<file path="config.mk">
export PLATFORM = sky130hd
export DESIGN_NAME = cci_fifo
export DESIGN_NICKNAME = d
export VERILOG_FILES = /design/src/cci_pkg.sv /design/src/cci_fifo.sv
export SDC_FILE = /design/constraint.sdc
export NUM_CORES = 1
export LEC_CHECK = 0
export ABC_CLOCK_PERIOD_IN_PS = 7700
export BUFFER_PORTS_ARGS = -buffer_cell sky130_fd_sc_hd__buf_4
export CAP_MARGIN = 40
export CELL_PAD_IN_SITES_DETAIL_PLACEMENT = 0
export CELL_PAD_IN_SITES_GLOBAL_PLACEMENT = 1
export CORE_MARGIN = 2
export CORE_UTILIZATION = 50
export DETAILED_ROUTE_END_ITERATION = 10
export PLACE_DENSITY = 0.9
export SETUP_SLACK_MARGIN = 0.02
export SLEW_MARGIN = 20
export SYNTH_ARGS = -nofsm -noshare
export SYNTH_HDL_FRONTEND = slang
export SYNTH_SLANG_ARGS = --single-unit
</file>
<file path="constraint.sdc">
create_clock -name clock -period 7.7 [get_ports clock]
set_clock_uncertainty 0.05 [all_clocks]
set_input_delay 0.77 -clock clock [delete_from_list [all_inputs] [get_ports clock]]
set_output_delay 0.77 -clock clock [all_outputs]
set_load 0.1 [all_outputs]
</file>
<file path="src/cci_pkg.sv">
`default_nettype none
package cci_pkg;

   localparam int FRAC_BITS = 8;

   localparam int COORD_W = 16;
   localparam int RAD_W = 15;
   localparam int DELTA_W = COORD_W + 1;
   localparam int MAG_W = COORD_W;
   localparam int SUM_W = RAD_W + 1;
   localparam int SQ_W = 2 * SUM_W;
   localparam int RSQ_W = 2 * RAD_W;
   localparam int D2_W = 2 * DELTA_W;
   localparam int K_W = D2_W;
   localparam int KE_W = K_W + DELTA_W;
   localparam int Q_W = 2 * SQ_W;
   localparam int S_W = Q_W;
   localparam int HALF_W = S_W / 2;
   localparam int PP_W = HALF_W + MAG_W;
   localparam int SQRT_STAGES = S_W;
   localparam int SQRT_REM_W = S_W + 3;
   localparam int M_W = KE_W + HALF_W;
   localparam int NUM_W = M_W + FRAC_BITS + 2;
   localparam int DEN_SHIFT = HALF_W + 2;
   localparam int QB = 41;
   localparam int DIV_STAGES = QB + 1;
   localparam int OUT_W = 25;
   localparam int OUT_MAX = 16777215;
   localparam int OUT_MIN = -16777216;
   localparam int V_W = ((COORD_W + FRAC_BITS > QB) ? COORD_W + FRAC_BITS : QB) + 2;
   localparam int NPT = 4;

   localparam int FIFO_DEPTH = 4;
   localparam int FIFO_PTR_W = $clog2(FIFO_DEPTH);
   localparam int FIFO_CNT_W = $clog2(FIFO_DEPTH + 1);

   typedef struct packed {
      logic                      hit;
      logic signed [COORD_W-1:0] x1;
      logic signed [COORD_W-1:0] y1;
      logic signed [DELTA_W-1:0] dx;
      logic signed [DELTA_W-1:0] dy;
      logic signed [K_W-1:0]     k;
      logic [SQ_W-1:0]           d2;
   } tag_type;

   typedef struct packed {
      tag_type        tag;
      logic [Q_W-1:0] q;
   } job_type;

endpackage
`default_nettype wire

</file>
<file path="src/cci_fifo.sv">
`default_nettype none
module cci_fifo import cci_pkg::*; (
   input  logic    clock,
   input  logic    reset,
   input  logic    push_valid,
   output logic    push_ready,
   input  job_type push_data,
   output logic    pop_valid,
   input  logic    pop_ready,
   output job_type pop_data
);

   job_type                 mem_ff [FIFO_DEPTH];
   logic [FIFO_PTR_W-1:0]   wr_ff, rd_ff;
   logic [FIFO_CNT_W-1:0]   count_ff;
   logic                    do_push, do_pop;

   assign push_ready = count_ff != FIFO_CNT_W'(FIFO_DEPTH);
   assign pop_valid = count_ff != '0;
   assign pop_data = mem_ff[rd_ff];
   assign do_push = push_valid && push_ready;
   assign do_pop = pop_valid && pop_ready;

   always_ff @(posedge clock) begin
      if (reset) begin
         wr_ff <= '0;
         rd_ff <= '0;
         count_ff <= '0;
      end else begin
         if (do_push) wr_ff <= wr_ff + 1'b1;
         if (do_pop) rd_ff <= rd_ff + 1'b1;
         unique case ({do_push, do_pop})
            2'b10: count_ff <= count_ff + 1'b1;
            2'b01: count_ff <= count_ff - 1'b1;
            2'b00, 2'b11: count_ff <= count_ff;
         endcase
      end
   end

   always_ff @(posedge clock) begin
      if (do_push) mem_ff[wr_ff] <= push_data;
   end

endmodule
`default_nettype wire

</file>
# After elaboration in Yosys (flattened, before gate mapping)
# Memory sizes are Yosys's and may differ from the RTL's. A register that Yosys moved wholly into a read port is not among the register bits.
# Cells that the tools add are included.
# classes
n_addsub	4
eq_ne	4
muxes	5
reduce_logical	5
# ops
operator	n
$pmux 3 s2	1
$add 2x1->2 const B	2
$eq 2x2->1 const B	2
$mux 2	2
$add 3x1->3 const B	1
$ne 3x3->1 const B	1
$reduce_bool 3->1	1
$sub 3x1->3 const B	1
$eq 2x1->1 const B	1
$logic_and 1x1->1	2
$logic_not 2->1	1
$mux 1	2
$reduce_or 2->1	1
# word_totals
ff_bits	7
ram_bits	788
inputBits	201
out_inout_bits	199
wordCells	22
memories	1
# memory_table
name	depth	word_bits	rd	rd_ports_with_merged_regs	write_ports	line	source
mem_ff	4	197	1	1	1	cci_fifo.sv:13	job_type mem_ff [FIFO_DEPTH];

# Longest topological paths before layout
# logic_depth
word_depth	4
ltp_mapped	9

# Least setup slack after synthesis
# No wires, ideal clock.
# synth_path
path_kind	input -> register
start	in push_valid
end	mem mem_ff[0][0] (netlist bit), enable pin
setup_time_ns	0.582
t_arrival_ns	5.665
setup_slack_ns	1.404
stages	2
n_path_buf	0
path_cell_list	a21boi_1 > and2_1
# synth_between
elab_chain_cells	3
# synth_lines
item	line	source
start, declared	cci_fifo.sv:5	input logic push_valid,
$logic_and 1x1->1	cci_fifo.sv:21	assign do_push = push_valid && push_ready;
$mux 1	cci_fifo.sv:41	if (do_push) mem_ff[wr_ff] <= push_data;
$mux 1 (implied by the code)	cci_fifo.sv:41	
end, declared	cci_fifo.sv:13	
# Every way passes these cells.

==> flow_summary_export.csv <==
group,metric,value,unit
sta,rsz0062_at_grt,"false",
cts,ctsResizeCount,0,
finish,fillCellCount,3708,
grt,antenna_found_initial,6,
route,routedWlPerCell,24.6,µm
route,routed-via-count,13200,
critical_path,criticalPathCategory,"register to output pin",
logic_synthesis,syn_avg_cell_area,26.7,µm²
route,drc,0,
logic_synthesis,synthCells,1081,
sta,relSlewSlack,0.383,
cts,clock_tree.htree_level_count,3,
floorplan,core,0.0574,mm²
floorplan,die_h,244,µm
logic_synthesis,ys_seq_area_frac,0.825,
logic_synthesis,synth.net_count,1288,
finish,final_common_cell,"edfxtp_1",
route,drt-pass1-iter-count,5,
placed_design,gp_congestion,0.761,
placed_design,post-dp-hpwl,34200,µm
route,detail-route-antenna-nets,0,
critical_path,arrival,3.11,ns
flow_run,maxCapViolations,0,
floorplan,die_area,0.0597,mm²
route,topRoutingLayerUsed,"met5",
logic_synthesis,synth.yosys.warnings,0,
route,wl_met1,21300,µm
logic_synthesis,syn-cell-area,0.0289,mm²
grt,grt_max_degree,107,
sta,layout_min_cycle_time,3.93,ns
sta,min_period_over_period,0.510,
logic_synthesis,synth-seq-cells,797,
placed_design,port_buffers,399,
critical_path,crit_path_end_kind,"output pin",
grt,grt_pass1_vias,14000,
cts,clk_latency,0.61,ns
grt,grt_overflow_total,0,
sta,final.setup.tns,0,ns
route,routed_wl,58300,µm
floorplan,die_width,244,µm
finish,layout_common_cells,"788 x edfxtp_1, 405 x buf_4, 197 x mux4_2",
cts,clk_path_buf_depth,3,
cts,cts_buffers,79,
grt,grt.total_usage,0.196,
cts,cts.sinks,797,
grt,grt_pass1_wl,87300,µm
cts,cts_setup_buffers,0,
logic_synthesis,synth_top_area_frac,0.819,
finish,layout-drive-gt1-share,0.459,
cts,clk_pin_slew,0.06,ns
route,avgViaCountPerCell,5.56,
route,routed-wl-met2,30300,µm
sta,setup_viol,0,
route,drt_iter0_drc,989,
finish,nNetsFinal,1742,
logic_synthesis,ys_top_cells_by_area,"edfxtp_1 82%, mux4_2 15%, dfxtp_1 0.62%",
critical_path,crit_required,6.88,ns
critical_path,path_max_fanout,81,
route,dr_wl_met3,5240,µm
logic_synthesis,synth_cell_types,23,
cts,clock-root-buffer,"clkbuf_16",
sta,hold_viol,0,
logic_synthesis,synth_top_cell_by_area,"edfxtp_1",
cts,cts_tree,"done",
sta,worst_pin_slew,0.926,ns
outcome,status,"finished, final reports clean",
finish,area_growth,23.0,%
floorplan,rows,88,
floorplan,start_util,0.504,
sta,drv_slew,0,
critical_path,start_kind,"register",
min_path,hold_path_class,"primary input to register",
sta,fmax,255,MHz
floorplan,boundaryPins,400,
cts,cts_hold_buf,0,
## logic make-up (layout without fill, tap and decap cells)
family / after synthesis / in the layout / synth area share
simple gates: 18 / 18 / 0.00303
buf+inv: 51 / 570 / 0.0117
fa+ha+maj: 6 / 6 / 0.00286
mux: 199 / 199 / 0.154
other cells: 0 / 2 / 0
xor+xnor: 4 / 4 / 0.00121
compound gates: 6 / 6 / 0.00139
flops: 797 / 797 / 0.825
## final timing paths
check                            from                       end  slack (ns)  cells past startpoint
max                          register              pop_data[74]        3.77                      4
min                    push_data[140]  mem_ff[0][140]$_DFFE_PP_        0.30                      1
max reg2reg  count_ff[0]$_SDFFE_PP0N_   mem_ff[0][70]$_DFFE_PP_        4.79                      5
min reg2reg     rd_ff[1]$_SDFFE_PP0P_     rd_ff[1]$_SDFFE_PP0P_        0.47                      2
## flip-flops by register name (all words and copies together), names as in the netlist, named ones only
| signal | count |
|---|---|
| wr_ff | 2 |
| count_ff | 3 |
| rd_ff | 2 |
| mem_ff | 788 |
## layer usage
| metal | GRT usage | vias to the layer above |
|---|---|---|
| met5 | 0 | - |
| met1 | 0.247 | 6919 |
| li1 | - | 5600 |
| met4 | 0.0644 | 8 |
| met3 | 0.0615 | 99 |
| met2 | 0.328 | 530 |
## layout make-up
class	instances	area (µm²)	area share
Sequential cell	797	23900	0.671
Multi-Input combinational cell	233	4710	0.133
Timing Repair Buffer	418	3350	0.0941
Clock buffer	99	2100	0.0592
Tap cell	765	957	0.0269
Clock inverter	47	539	0.0152
Inverter	6	22.5	0.000634
Antenna cell	2	5.00	0.000141
## worst max-delay path: stages, from the launching register on
cell and delay (ns):
dfxtp_4 0.65, buf_12 0.30, buf_16 0.46, mux4_2 0.63
buf_4 0.26
## cells in the mapped netlist (all sizes together)
cell    number
or3          2
and2         4
nand2        1
xor2         3
o31a         1
clkbuf       8
mux4       197
a21boi       1
mux2         1
mux2i        1
inv          6
xnor2        1
dfxtp        9
o311ai       1
nor2         9
ha           5
fa           1
nand2b       2
buf         37
a21oi        2
o21ai        1
edfxtp     788
## per-stage QoR
stage / setup slack [ns] / hold slack (ns) / utilization / std cells / instance area, µm²
final: 3.77 / 0.302 / 0.620 / 2367 / 35500
after global routing: 3.55 / 0.276 / 0.620 / 2367 / 35500
after CTS: 3.72 / 0.256 / 0.619 / 2364 / 35500
after detailed placement: 4.40 / 0.458 / 0.573 / 2218 / 32900
after global placement: 3.97 / 0.444 / 0.570 / 2212 / 32700
after floorplan: 1.40 / 0.432 / - / 1081 / 28900
Power is not shown: default switching activity piles up to over one toggle a cycle in this logic, so the estimate is an artifact.
